File: src/rtl/assert_macros.svh
// Assertion helper macros for the RTL.
`ifndef ASSERT_MACROS_SVH
`define ASSERT_MACROS_SVH
`ifndef SYNTHESIS
`define ASSERT_CLK(label, clk, rst_n, prop) \
    label: assert property (@(posedge clk) disable iff (!rst_n) (prop)) \
        else $error("assertion failed");
`define ASSERT_NEVER(label, clk, rst_n, cond) \
    label: assert property (@(posedge clk) disable iff (!rst_n) !(cond)) \
        else $error("forbidden condition");
`else
`define ASSERT_CLK(label, clk, rst_n, prop)
`define ASSERT_NEVER(label, clk, rst_n, cond)
`endif
`endif

File: src/rtl/rpn_pkg.sv
`timescale 1ns / 1ps
// ----------------------------------------------------------------------------
// rpn_pkg
// Shared types and codes for the RPN stack calculator.
// ----------------------------------------------------------------------------
package rpn_pkg;

    localparam int unsigned DataW = 64;
    localparam int unsigned CmdW  = 4;
    localparam int unsigned StW   = 3;

    typedef enum logic [3:0] {
        CMD_PUSH   = 4'd0,
        CMD_ADD    = 4'd1,
        CMD_SUB    = 4'd2,
        CMD_MUL    = 4'd3,
        CMD_DIV    = 4'd4,
        CMD_NEG    = 4'd5,
        CMD_DUP    = 4'd6,
        CMD_SWAP   = 4'd7,
        CMD_PEEK   = 4'd8,
        CMD_CLEAR  = 4'd9,
        CMD_LIST   = 4'd10
    } t_cmd;

    typedef enum logic [2:0] {
        ST_VALUE = 3'd0,
        ST_EMPTY = 3'd1,
        ST_UNDER = 3'd2,
        ST_DIVZ  = 3'd3,
        ST_FULL  = 3'd4,
        ST_UNK   = 3'd5
    } t_status;

    typedef enum logic [3:0] {
        S_IDLE,
        S_RD_A,     // issue read of top
        S_RD_B,     // issue read of second
        S_CAP,      // capture second operand
        S_MUL,      // run adder or multiplier
        S_DIV,      // iterate divider
        S_WB,       // write result
        S_WB2,      // second write (swap)
        S_LIST_RD,
        S_LIST_OUT,
        S_OUT
    } t_state;

    // operation selected for the arithmetic unit
    typedef enum logic [2:0] {
        OP_ADD, OP_SUB, OP_MUL, OP_DIV, OP_NEG, OP_PASS
    } t_op;

    // controller -> datapath
    typedef struct packed {
        logic          rd_en;
        logic          rd_sel_b;   // 0: index top-1 offset, 1: top-2
        logic          cap_a;      // capture read data as first
        logic          cap_b;      // capture read data as second
        logic          start;      // start multi-cycle unit
        t_op           op;
        logic          wr_en;
        logic          wr_sel;     // 0: second slot, 1: top slot
        logic          wr_dup;     // write at count (dup)
        logic          wr_second;  // write data is second (swap)
        logic          push_in;    // write operand input
        logic          list_rd;    // read at list pointer
        logic          list_init;
        logic          list_step;
    } t_ctrl;

    typedef struct packed {
        logic busy;      // multi-cycle unit busy
        logic first_zero;
        logic list_done; // pointer at bottom entry
    } t_stat;

endpackage

File: src/rtl/rpn_ctrl.sv
`timescale 1ns / 1ps
// ----------------------------------------------------------------------------
// rpn_ctrl
// Command sequencer: checks, stack count, read/write and output control.
// ----------------------------------------------------------------------------
`include "assert_macros.svh"
module rpn_ctrl #(
    parameter int unsigned STACK_DEPTH = 32,
    parameter int unsigned CW = 6
) (
    input  logic                      i_clk,
    input  logic                      i_rst_n,
    input  logic                      i_in_valid,
    output logic                      o_in_ready,
    input  logic [rpn_pkg::CmdW-1:0]  i_cmd,
    input  logic                      i_out_ready,
    output logic                      o_out_valid,
    output logic [rpn_pkg::StW-1:0]   o_out_status,
    output logic                      o_out_last,
    output logic                      o_out_sel_val,
    input  rpn_pkg::t_stat            i_stat,
    output rpn_pkg::t_ctrl            o_ctrl,
    output logic [CW-1:0]             o_count
);
    rpn_pkg::t_state r_state, n_state;
    logic [CW-1:0]   r_count, n_count;
    logic [rpn_pkg::CmdW-1:0] r_cmd;
    logic            r_ovalid, r_olast, r_osel;
    rpn_pkg::t_status r_ost;
    logic            out_free, acc;
    logic            r_wait;

    function automatic rpn_pkg::t_status status_of(input logic [rpn_pkg::CmdW-1:0] c,
                                                   input logic [CW-1:0] n,
                                                   input rpn_pkg::t_state s);
        rpn_pkg::t_status st;
        st = rpn_pkg::ST_VALUE;
        if (s == rpn_pkg::S_OUT) begin
            case (rpn_pkg::t_cmd'(c))
                rpn_pkg::CMD_PUSH: st = rpn_pkg::ST_FULL;
                rpn_pkg::CMD_ADD, rpn_pkg::CMD_SUB, rpn_pkg::CMD_MUL, rpn_pkg::CMD_SWAP:
                    st = rpn_pkg::ST_UNDER;
                rpn_pkg::CMD_DIV: st = (n < CW'(2)) ? rpn_pkg::ST_UNDER : rpn_pkg::ST_DIVZ;
                rpn_pkg::CMD_NEG: st = rpn_pkg::ST_UNDER;
                rpn_pkg::CMD_PEEK: st = (n == '0) ? rpn_pkg::ST_UNDER : rpn_pkg::ST_VALUE;
                rpn_pkg::CMD_DUP: st = (n == '0) ? rpn_pkg::ST_UNDER : rpn_pkg::ST_FULL;
                rpn_pkg::CMD_LIST: st = rpn_pkg::ST_EMPTY;
                default: st = rpn_pkg::ST_UNK;
            endcase
        end
        return st;
    endfunction

    assign out_free   = !r_ovalid || i_out_ready;
    assign o_in_ready = (r_state == rpn_pkg::S_IDLE) && !r_ovalid;
    assign acc        = i_in_valid && o_in_ready;

    // next state
    always_comb begin
        n_state = r_state;
        n_count = r_count;
        case (r_state)
            rpn_pkg::S_IDLE: if (acc) begin
                case (rpn_pkg::t_cmd'(i_cmd))
                    rpn_pkg::CMD_PUSH: if (r_count != CW'(STACK_DEPTH)) begin
                        n_count = r_count + CW'(1);
                    end else n_state = rpn_pkg::S_OUT;
                    rpn_pkg::CMD_ADD, rpn_pkg::CMD_SUB, rpn_pkg::CMD_MUL,
                    rpn_pkg::CMD_DIV, rpn_pkg::CMD_SWAP:
                        n_state = (r_count < CW'(2)) ? rpn_pkg::S_OUT : rpn_pkg::S_RD_A;
                    rpn_pkg::CMD_NEG, rpn_pkg::CMD_PEEK:
                        n_state = (r_count == '0) ? rpn_pkg::S_OUT : rpn_pkg::S_RD_A;
                    rpn_pkg::CMD_DUP:
                        n_state = (r_count == '0 || r_count == CW'(STACK_DEPTH)) ?
                                  rpn_pkg::S_OUT : rpn_pkg::S_RD_A;
                    rpn_pkg::CMD_CLEAR: n_count = '0;
                    rpn_pkg::CMD_LIST:
                        n_state = (r_count == '0) ? rpn_pkg::S_OUT : rpn_pkg::S_LIST_RD;
                    default: n_state = rpn_pkg::S_OUT;
                endcase
            end
            // peek only needs the top entry
            rpn_pkg::S_RD_A:
                n_state = (rpn_pkg::t_cmd'(r_cmd) == rpn_pkg::CMD_PEEK) ?
                          rpn_pkg::S_OUT : rpn_pkg::S_RD_B;
            rpn_pkg::S_RD_B: n_state = rpn_pkg::S_CAP;
            rpn_pkg::S_CAP: begin
                case (rpn_pkg::t_cmd'(r_cmd))
                    rpn_pkg::CMD_MUL:  n_state = rpn_pkg::S_MUL;
                    rpn_pkg::CMD_DIV:  n_state = rpn_pkg::S_DIV;
                    default:           n_state = rpn_pkg::S_MUL;
                endcase
            end
            rpn_pkg::S_MUL: if (r_wait && !i_stat.busy) n_state = rpn_pkg::S_WB;
            rpn_pkg::S_DIV: begin
                if (i_stat.first_zero && !r_wait) n_state = rpn_pkg::S_OUT;
                else if (r_wait && !i_stat.busy) n_state = rpn_pkg::S_WB;
            end
            rpn_pkg::S_WB: begin
                case (rpn_pkg::t_cmd'(r_cmd))
                    rpn_pkg::CMD_SWAP: n_state = rpn_pkg::S_WB2;
                    rpn_pkg::CMD_DUP: begin
                        n_count = r_count + CW'(1);
                        n_state = rpn_pkg::S_IDLE;
                    end
                    rpn_pkg::CMD_NEG: n_state = rpn_pkg::S_IDLE;
                    default: begin
                        n_count = r_count - CW'(1);
                        n_state = rpn_pkg::S_IDLE;
                    end
                endcase
            end
            rpn_pkg::S_WB2:     n_state = rpn_pkg::S_IDLE;
            rpn_pkg::S_LIST_RD: n_state = rpn_pkg::S_LIST_OUT;
            rpn_pkg::S_LIST_OUT: if (out_free) begin
                n_state = i_stat.list_done ? rpn_pkg::S_IDLE : rpn_pkg::S_LIST_RD;
            end
            rpn_pkg::S_OUT: if (out_free) n_state = rpn_pkg::S_IDLE;
            default: n_state = rpn_pkg::S_IDLE;
        endcase
    end

    // outputs
    always_comb begin
        o_ctrl = '0;
        o_ctrl.op = rpn_pkg::OP_PASS;
        case (r_state)
            rpn_pkg::S_IDLE: begin
                o_ctrl.list_init = acc;
                if (acc && rpn_pkg::t_cmd'(i_cmd) == rpn_pkg::CMD_PUSH &&
                    r_count != CW'(STACK_DEPTH)) begin
                    o_ctrl.push_in = 1'b1;
                    o_ctrl.wr_en   = 1'b1;
                end
            end
            rpn_pkg::S_RD_A: o_ctrl.rd_en = 1'b1;
            rpn_pkg::S_RD_B: begin
                o_ctrl.rd_en = 1'b1;
                o_ctrl.rd_sel_b = 1'b1;
                o_ctrl.cap_a = 1'b1;
            end
            rpn_pkg::S_CAP: o_ctrl.cap_b = 1'b1;
            rpn_pkg::S_MUL, rpn_pkg::S_DIV: begin
                o_ctrl.start = !r_wait && !(r_state == rpn_pkg::S_DIV && i_stat.first_zero);
                case (rpn_pkg::t_cmd'(r_cmd))
                    rpn_pkg::CMD_ADD: o_ctrl.op = rpn_pkg::OP_ADD;
                    rpn_pkg::CMD_SUB: o_ctrl.op = rpn_pkg::OP_SUB;
                    rpn_pkg::CMD_MUL: o_ctrl.op = rpn_pkg::OP_MUL;
                    rpn_pkg::CMD_DIV: o_ctrl.op = rpn_pkg::OP_DIV;
                    rpn_pkg::CMD_NEG: o_ctrl.op = rpn_pkg::OP_NEG;
                    default:          o_ctrl.op = rpn_pkg::OP_PASS;
                endcase
            end
            rpn_pkg::S_WB: begin
                // dup writes top copy at count; neg rewrites top; swap puts first in second slot
                o_ctrl.wr_en = 1'b1;
                case (rpn_pkg::t_cmd'(r_cmd))
                    rpn_pkg::CMD_DUP:  o_ctrl.wr_dup = 1'b1;
                    rpn_pkg::CMD_NEG:  o_ctrl.wr_sel = 1'b1;
                    default:           o_ctrl.wr_sel = 1'b0;
                endcase
            end
            rpn_pkg::S_WB2: begin
                o_ctrl.wr_en = 1'b1;
                o_ctrl.wr_sel = 1'b1;
                o_ctrl.wr_second = 1'b1;
            end
            rpn_pkg::S_LIST_RD: o_ctrl.list_rd = 1'b1;
            rpn_pkg::S_LIST_OUT: o_ctrl.list_step = out_free;
            default: ;
        endcase
    end

    // state, count and output registers; wait flag: unit started, result pending
    always_ff @(posedge i_clk) begin
        if (!i_rst_n) begin
            r_state  <= rpn_pkg::S_IDLE;
            r_count  <= '0;
            r_ovalid <= 1'b0;
            r_wait   <= 1'b0;
        end else begin
            r_state <= n_state;
            r_count <= n_count;
            if (acc) r_cmd <= i_cmd;
            r_wait <= (r_state == rpn_pkg::S_MUL || r_state == rpn_pkg::S_DIV) &&
                      n_state == r_state;
            if ((r_state == rpn_pkg::S_OUT || r_state == rpn_pkg::S_LIST_OUT) && out_free) begin
                r_ovalid <= 1'b1;
                r_osel   <= (r_state == rpn_pkg::S_LIST_OUT) ||
                            (rpn_pkg::t_cmd'(r_cmd) == rpn_pkg::CMD_PEEK && r_count != '0);
                r_olast  <= (r_state == rpn_pkg::S_OUT) || i_stat.list_done;
                r_ost    <= status_of(r_cmd, r_count, r_state);
            end else if (r_ovalid && i_out_ready) begin
                r_ovalid <= 1'b0;
            end
        end
    end

    assign o_out_valid   = r_ovalid;
    assign o_out_status  = r_ost;
    assign o_out_last    = r_olast;
    assign o_out_sel_val = r_osel;
    assign o_count       = r_count;

    `ASSERT_CLK(a_count_max, i_clk, i_rst_n, r_count <= CW'(STACK_DEPTH))
    `ASSERT_NEVER(a_accept_busy, i_clk, i_rst_n, acc && r_state != rpn_pkg::S_IDLE)
    `ASSERT_CLK(a_out_hold, i_clk, i_rst_n, (r_ovalid && !i_out_ready) |=> r_ovalid)
endmodule
File: config.mk
export PLATFORM = sky130hd
export DESIGN_NAME = rpn_ctrl
export DESIGN_NICKNAME = d
export VERILOG_FILES = /design/src/rtl/rpn_pkg.sv /design/src/rtl/rpn_ctrl.sv
export VERILOG_INCLUDE_DIRS = /design/src /design/src/rtl
export SDC_FILE = /design/constraint.sdc
export NUM_CORES = 1
export LEC_CHECK = 0
export BUFFER_PORTS_ARGS = -buffer_cell sky130_fd_sc_hd__buf_4
export CORE_MARGIN = 5
export CORE_UTILIZATION = 30
export CTS_CLUSTER_SIZE = 20
export DETAILED_ROUTE_END_ITERATION = 8
export PLACE_DENSITY = 0.47
export REMOVE_ABC_BUFFERS = 1
export SYNTH_ARGS = -nofsm -noshare
export SYNTH_HDL_FRONTEND = slang
export SYNTH_SLANG_ARGS = --single-unit
export TNS_END_PERCENT = 5
File: constraint.sdc
create_clock -name i_clk -period 2.15 [get_ports i_clk]
set_input_delay 0.215 -clock i_clk [delete_from_list [all_inputs] [get_ports i_clk]]
set_output_delay 0.215 -clock i_clk [all_outputs]
set_load 0.005 [all_outputs]
## Word level (Yosys, flattened, before mapping)

Index checks and enable logic that the tools add are counted.

| word-level totals | value |
|---|---|
| flip-flop bits (word level) | 21 |
| input bits | 11 |
| output and inout bits | 29 |
| word-level logic and storage cells | 129 |

| operators by class | value |
|---|---|
| $add $sub $neg | 2 |
| magnitude comparators | 1 |
| equality and inequality tests | 36 |
| muxes and demuxes | 43 |
| reductions and logical operators | 39 |

Operators by type and width:

| cell | number |
|---|---|
| == test 4 x 3 -> 1 bit (second input constant) | 12 |
| two-way mux 4 bit | 12 |
| one-hot mux 4 bit (10 select lines) | 1 |
| one-hot mux 6 bit (2 select lines) | 3 |
| == test 4 bit (second input constant) | 8 |
| == test 4 x 2 -> 1 bit (second input constant) | 6 |
| one-hot mux 4 bit (6 select lines) | 1 |
| one-hot mux 3 bit (6 select lines) | 1 |
| two-way mux 1 bit | 15 |
| one-hot mux 3 bit (5 select lines) | 1 |
| == test 4 x 1 -> 1 bit (second input constant) | 3 |
| logical AND 1 bit | 12 |
| zero test 4 bit | 3 |
| two-way mux 6 bit | 2 |
| OR reduction 2 bit | 5 |
| OR reduction 5 bit | 2 |
| adder 6 x 1 -> 6 bit (second input constant) | 1 |
| == test 6 bit (second input constant) | 1 |
| zero test 6 bit | 1 |
| logical OR 1 bit | 6 |
| < comparator 6 x 2 -> 1 bit (second input constant) | 1 |
| two-way mux 2 bit | 3 |
| two-way mux 3 bit | 2 |
| != test 6 bit (second input constant) | 1 |
| other kinds (11) | 18 |

## Logic depth before layout (Yosys ltp)

| logic depth | value |
|---|---|
| depth after elaboration | 8 |
| gate-level depth with buffers | 8 |
| gate-level depth less buffers | 7 |

## Least setup slack after synthesis

OpenSTA, ideal clock, no wires.

| timing path | value |
|---|---|
| path type | reg-to-reg |
| from | reg r_count[0], in the netlist o_count[0] |
| to | reg r_count[3], in the netlist o_count[3] |
| library setup time | 0.117 ns |
| arrival | 1.973 ns |
| path slack | 0.060 ns |
| cell stages (with the launch flop) | 9 |
| clock period less this slack | 2.090 ns |
| cells stage by stage | dfxtp_1 inv_1 ha_1 nor4b_1 a21oi_1 o32ai_2 buf_2 nor2_1 a32o_1 |

| on the way | value |
|---|---|
| cells in the longest elaborated chain, start to end | 5 |
| elaborated cells on any way between the ends | 10 |
| those cells by class | 2 x add/sub; 2 x eq/ne; 5 x mux; 1 x reduce/logical |

Ends and longest elaborated chain:

| what | RTL line | RTL |
|---|---|---|
| start, declared | rpn_ctrl.sv:26 | `logic [CW-1:0] r_count, n_count;` |
| start signal, assigned | rpn_ctrl.sv:183 | `r_count <= n_count;` |
| adder 6 x 1 -> 6 bit | rpn_ctrl.sv:66, rpn_ctrl.sv:103 |  |
| two-way mux 6 bit | rpn_ctrl.sv:65 | `rpn_pkg::CMD_PUSH: if (r_count != CW'(STACK_DEPTH)) begin` |
| one-hot mux 6 bit (2 select lines) | rpn_ctrl.sv:64 | `case (rpn_pkg::t_cmd'(i_cmd))` |
| two-way mux 6 bit | rpn_ctrl.sv:63 | `rpn_pkg::S_IDLE: if (acc) begin` |
| one-hot mux 6 bit (2 select lines) | rpn_ctrl.sv:62 | `case (r_state)` |

Parallel ways exist; a longest one is shown, timed or not. The select of a mux whose other input is x is not followed.
A chain may end at the register's enable or synchronous reset.

## Final worst setup path

| timing path | value |
|---|---|
| from | reg r_count[1], in the netlist o_count[1] |
| to | reg r_state[1] |

| on the way | value |
|---|---|
| cells in the longest elaborated chain, start to end | 6 |
| elaborated cells on any way between the ends | 13 |
| those cells by class | 1 x order compare; 2 x eq/ne; 8 x mux; 2 x reduce/logical |

Ends and longest elaborated chain:

| what | RTL line | RTL |
|---|---|---|
| parallel branches: the longest is 3 deep, another holds < comparator 6 x 2 -> 1 bit | -- |  |
| one-hot mux 4 bit (6 select lines) * | rpn_ctrl.sv:64 |  |
| two-way mux 4 bit * | rpn_ctrl.sv:63 |  |
| one-hot mux 4 bit (10 select lines) * | rpn_ctrl.sv:62 |  |
| end signal, assigned | rpn_ctrl.sv:177 | `r_state <= rpn_pkg::S_IDLE;` |
| end signal, assigned | rpn_ctrl.sv:182 | `r_state <= n_state;` |
| end, declared | rpn_ctrl.sv:25 | `rpn_pkg::t_state r_state, n_state;` |

Mark *: on every way between the ends.

==> summary.md <==
| Metric | Value |
|---|---|
| Outcome | finished, final reports clean |
| Layout fillers | 608 |
| CP max-delay cell | or4b_4 |
| DR pass1 iterations | 4 |
| CP Cell Sequence | inv_1 -> ha_1 -> or4b_4 -> a2111oi_1 -> a211oi_1 -> a2111oi_1 -> o21a_1 |
| Async SR Flop Fraction | 0 |
| Primary FF master, synth | dfxtp_1 |
| Slew @ Worst Pin | 0.575 ns |
| Final #Nets | 286 |
| GPL Wtd Cong | 0.835 |
| Postcts setup bufs | 0 |
| Total power | 1.95 mW |
| Total Wirelength | 5190 um |
| Post-DP HPWL | 4090 um |
| Hold_buf cts | 0 |
| Mapped Cells | 222 |
| Root Buffer | clkbuf_8 |
| CTS Buf Count | 3 |
| Number of synthesized register bits | 21 |
| Hold Path Class | in -> reg |
| Core ar. | 5540 um2 |
| CTS tree | yes |
| Post-synth EDFFs | 9 |
| Drt via density | 5.28 |
| DP Area | 2220 um2 |
| IO Pins | 40 |
| First-pass GRT wire length | 8560 um |
| Max-cap violation count | 0 |
| CTS max path bufs | 2 |
| Die ar. | 7390 um2 |
| Area growth, synth to finish | 32.2% |
| R2R cell count | 7 |
| Worst r2r src | o_count[1]$_SDFFE_PN0P_ |
| Total GRT Usage | 0.141 |
| CP Max Fanout | 4 |
| Post-route cell area | 2290 um2 |
| Wire per inst | 15.1 um |
| Syn_area_per_cell | 7.79 um2 |
| Register area | 510 um2 |
| Final critical-path required period | 2.06 ns |
| WP data arrival | 2.28 ns |
| Most frequent cells after synthesis | 23 x nand2_1, 21 x nor2_1, 16 x a21oi_1, 14 x clkbuf_1, 12 x dfxtp_1 |
| CP endpoint kind | register |
| Initial Utilization | 0.312 |
| Congestion Overflow GR | 0 |
| Synth area leader | edfxtp_1 |
| Top-area cell type share of the netlist area | 0.156 |
| Via count | 1818 |
| Met1 usage | 0.188 |
| Final Max Slew Viols | 0 |
| Yosys cell types | 57 |
| CP peak stage delay | 0.50 ns |
| Total leakage power | 0.916 nW |
| Area taken by multi-input logic gates | 1130 um2 |
| ANT nets after route | 0 |
| # rows | 27 |
| Hold endpoint | o_out_last$_DFFE_PP_ |
| Met2 Use GR | 0.240 |
| H-tree Lvls | 1 |
| Slew HR | 0.611 |
| Post-synthesis cell area | 1730 um2 |
| GRT busiest layer | met2 |
| Crit-path most repeated cell | a2111oi_1 |
| Clock skew | 0.00883 ns |
| Post-synthesis sequential area ratio | 0.295 |
| Die X | 85.9 um |
| DR iter-0 viols | 70 |
| Die H | 85.9 um |
| Clk slew on worst S/H paths | 0.09 ns |
| CTS Sinks | 21 |
| Initial antenna violation count | 0 |
| Share of cells above drive strength 1 | 0.287 |
| Critical Path Start Type | register |
| Worst hold path depth | 2 |
| Syn. warnings | 0 |
| Met3 Usage GRT | 0.0231 |
| Worst r2r dst | r_state[1]$_SDFF_PN0_ |
| PwrDens | 854 nW/um2 |
| Largest delay contributor family on the critical path | compound AO/OA/AOI/OAI gates |
| Pin count of the biggest net entering global routing | 15 |
| Fin Setup TNS | 0 ns |
| Worst IR drop on VDD | 0.000470 V |
| Bufs and invs on worst path | 1 |
| DRC | 0 |
| Area contributors post-synth | edfxtp_1 16%, dfxtp_1 14%, nand2_1 5.0% |
| RSZ-0062 raised after global routing | false |
| R2r setup slk | 0.09 ns |
| Hold wc startpoint | i_stat[0] |
| Count leader, synth | nand2_1 |
| Highest clock rate | 485 MHz |
| Clk Latency, worst-skew pair | 0.26 ns |
| Final setup fails | 0 |
| N_diodes | 0 |
| CP Class | reg -> reg |
| Fin. Hold Viols | 0 |
| Crit path launch | o_count[1]$_SDFFE_PN0P_ |
| Port bufs | 39 |
| Worst EP required | 2.37 ns |
| CTS resizes | 0 |
| Final period util | 0.959 |
| Number of global-route vias before repair | 1728 |
## cells in the final DEF, fill, tap and decap left out, drive strengths merged, types with 3 or more instances in the layout
master	instances
nor4b	3
nand3b	6
dfxtp	12
nor2	21
xnor2	3
o21bai	3
nand2b	7
buf	63
xor2	3
or4	4
o21ai	7
nor2b	4
nand3	6
clkbuf	3
edfxtp	9
a211oi	3
a21oi	16
o32ai	3
nand2	23
inv	9
nor3b	6
a31oi	3
or3	4
nor3	9
## power breakdown
part | leakage [nW] | switching, mW | internal, mW
combinational | 0.711 | 0.591 | 0.547
sequential | 0.180 | 0.0646 | 0.487
clock | 0.0255 | 0.135 | 0.129
total | 0.916 | 0.791 | 1.16
## how the worst max path moves through the flow
stage,cells after the start,endpoint
floorplan,7,o_count[3]$_SDFFE_PN0P_
global placement,9,o_count[3]$_SDFFE_PN0P_
detailed placement,7,r_state[1]$_SDFF_PN0_
global route,7,r_state[1]$_SDFF_PN0_
finish,7,r_state[1]$_SDFF_PN0_
CTS,7,r_state[1]$_SDFF_PN0_
## sequential cells by signal (all words and copies together), names as in the netlist
name and flops:
r_wait 1, o_count 6, o_out_valid 1, o_out_last 1, o_out_sel_val 1, o_out_status 3
r_state 4, r_cmd 4
## layout make-up
class,count,share of cell area
timing repair buffer,63,0.207
sequential,21,0.223
tap,72,0.0394
clock inverter,1,0.00219
multi-input combinational,174,0.494
inverter,10,0.0164
clock buffer,3,0.0181
## per-stage QoR
| step | cells | util | setup slack (ns) | hold WS (ns) |
|---|---|---|---|---|
| after floorplan | 205 | - | -0.00609 | 0.314 |
| after global placement | 340 | 0.402 | 0.0679 | 0.493 |
| after detailed placement | 340 | 0.402 | 0.0305 | 0.495 |
| after CTS | 344 | 0.410 | 0.00155 | 0.227 |
| after global routing | 344 | 0.413 | 0.00791 | 0.226 |
| final | 344 | 0.413 | 0.0890 | 0.232 |
## layer usage
layer	vias up	share of wire	wire, um
met5	-	0	0
met4	0	0.0046	24
met3	2	0.050	262
met2	41	0.46	2400
met1	851	0.48	2510
li1	924	-	-
## kinds of logic (layout without fill, tap and decap cells)
| group | after synthesis | in the layout | synth area share |
|---|---|---|---|
| buffers and inverters | 27 | 77 | 0.0615 |
| muxes | 2 | 2 | 0.0123 |
| adders and majority gates | 2 | 2 | 0.0145 |
| xor gates and xnor gates | 6 | 6 | 0.0304 |
| AOI/OAI and AO/OA | 53 | 53 | 0.210 |
| DFF | 21 | 21 | 0.295 |
| and+or+nand+nor | 111 | 111 | 0.376 |
(Power assumes the default switching activity.)
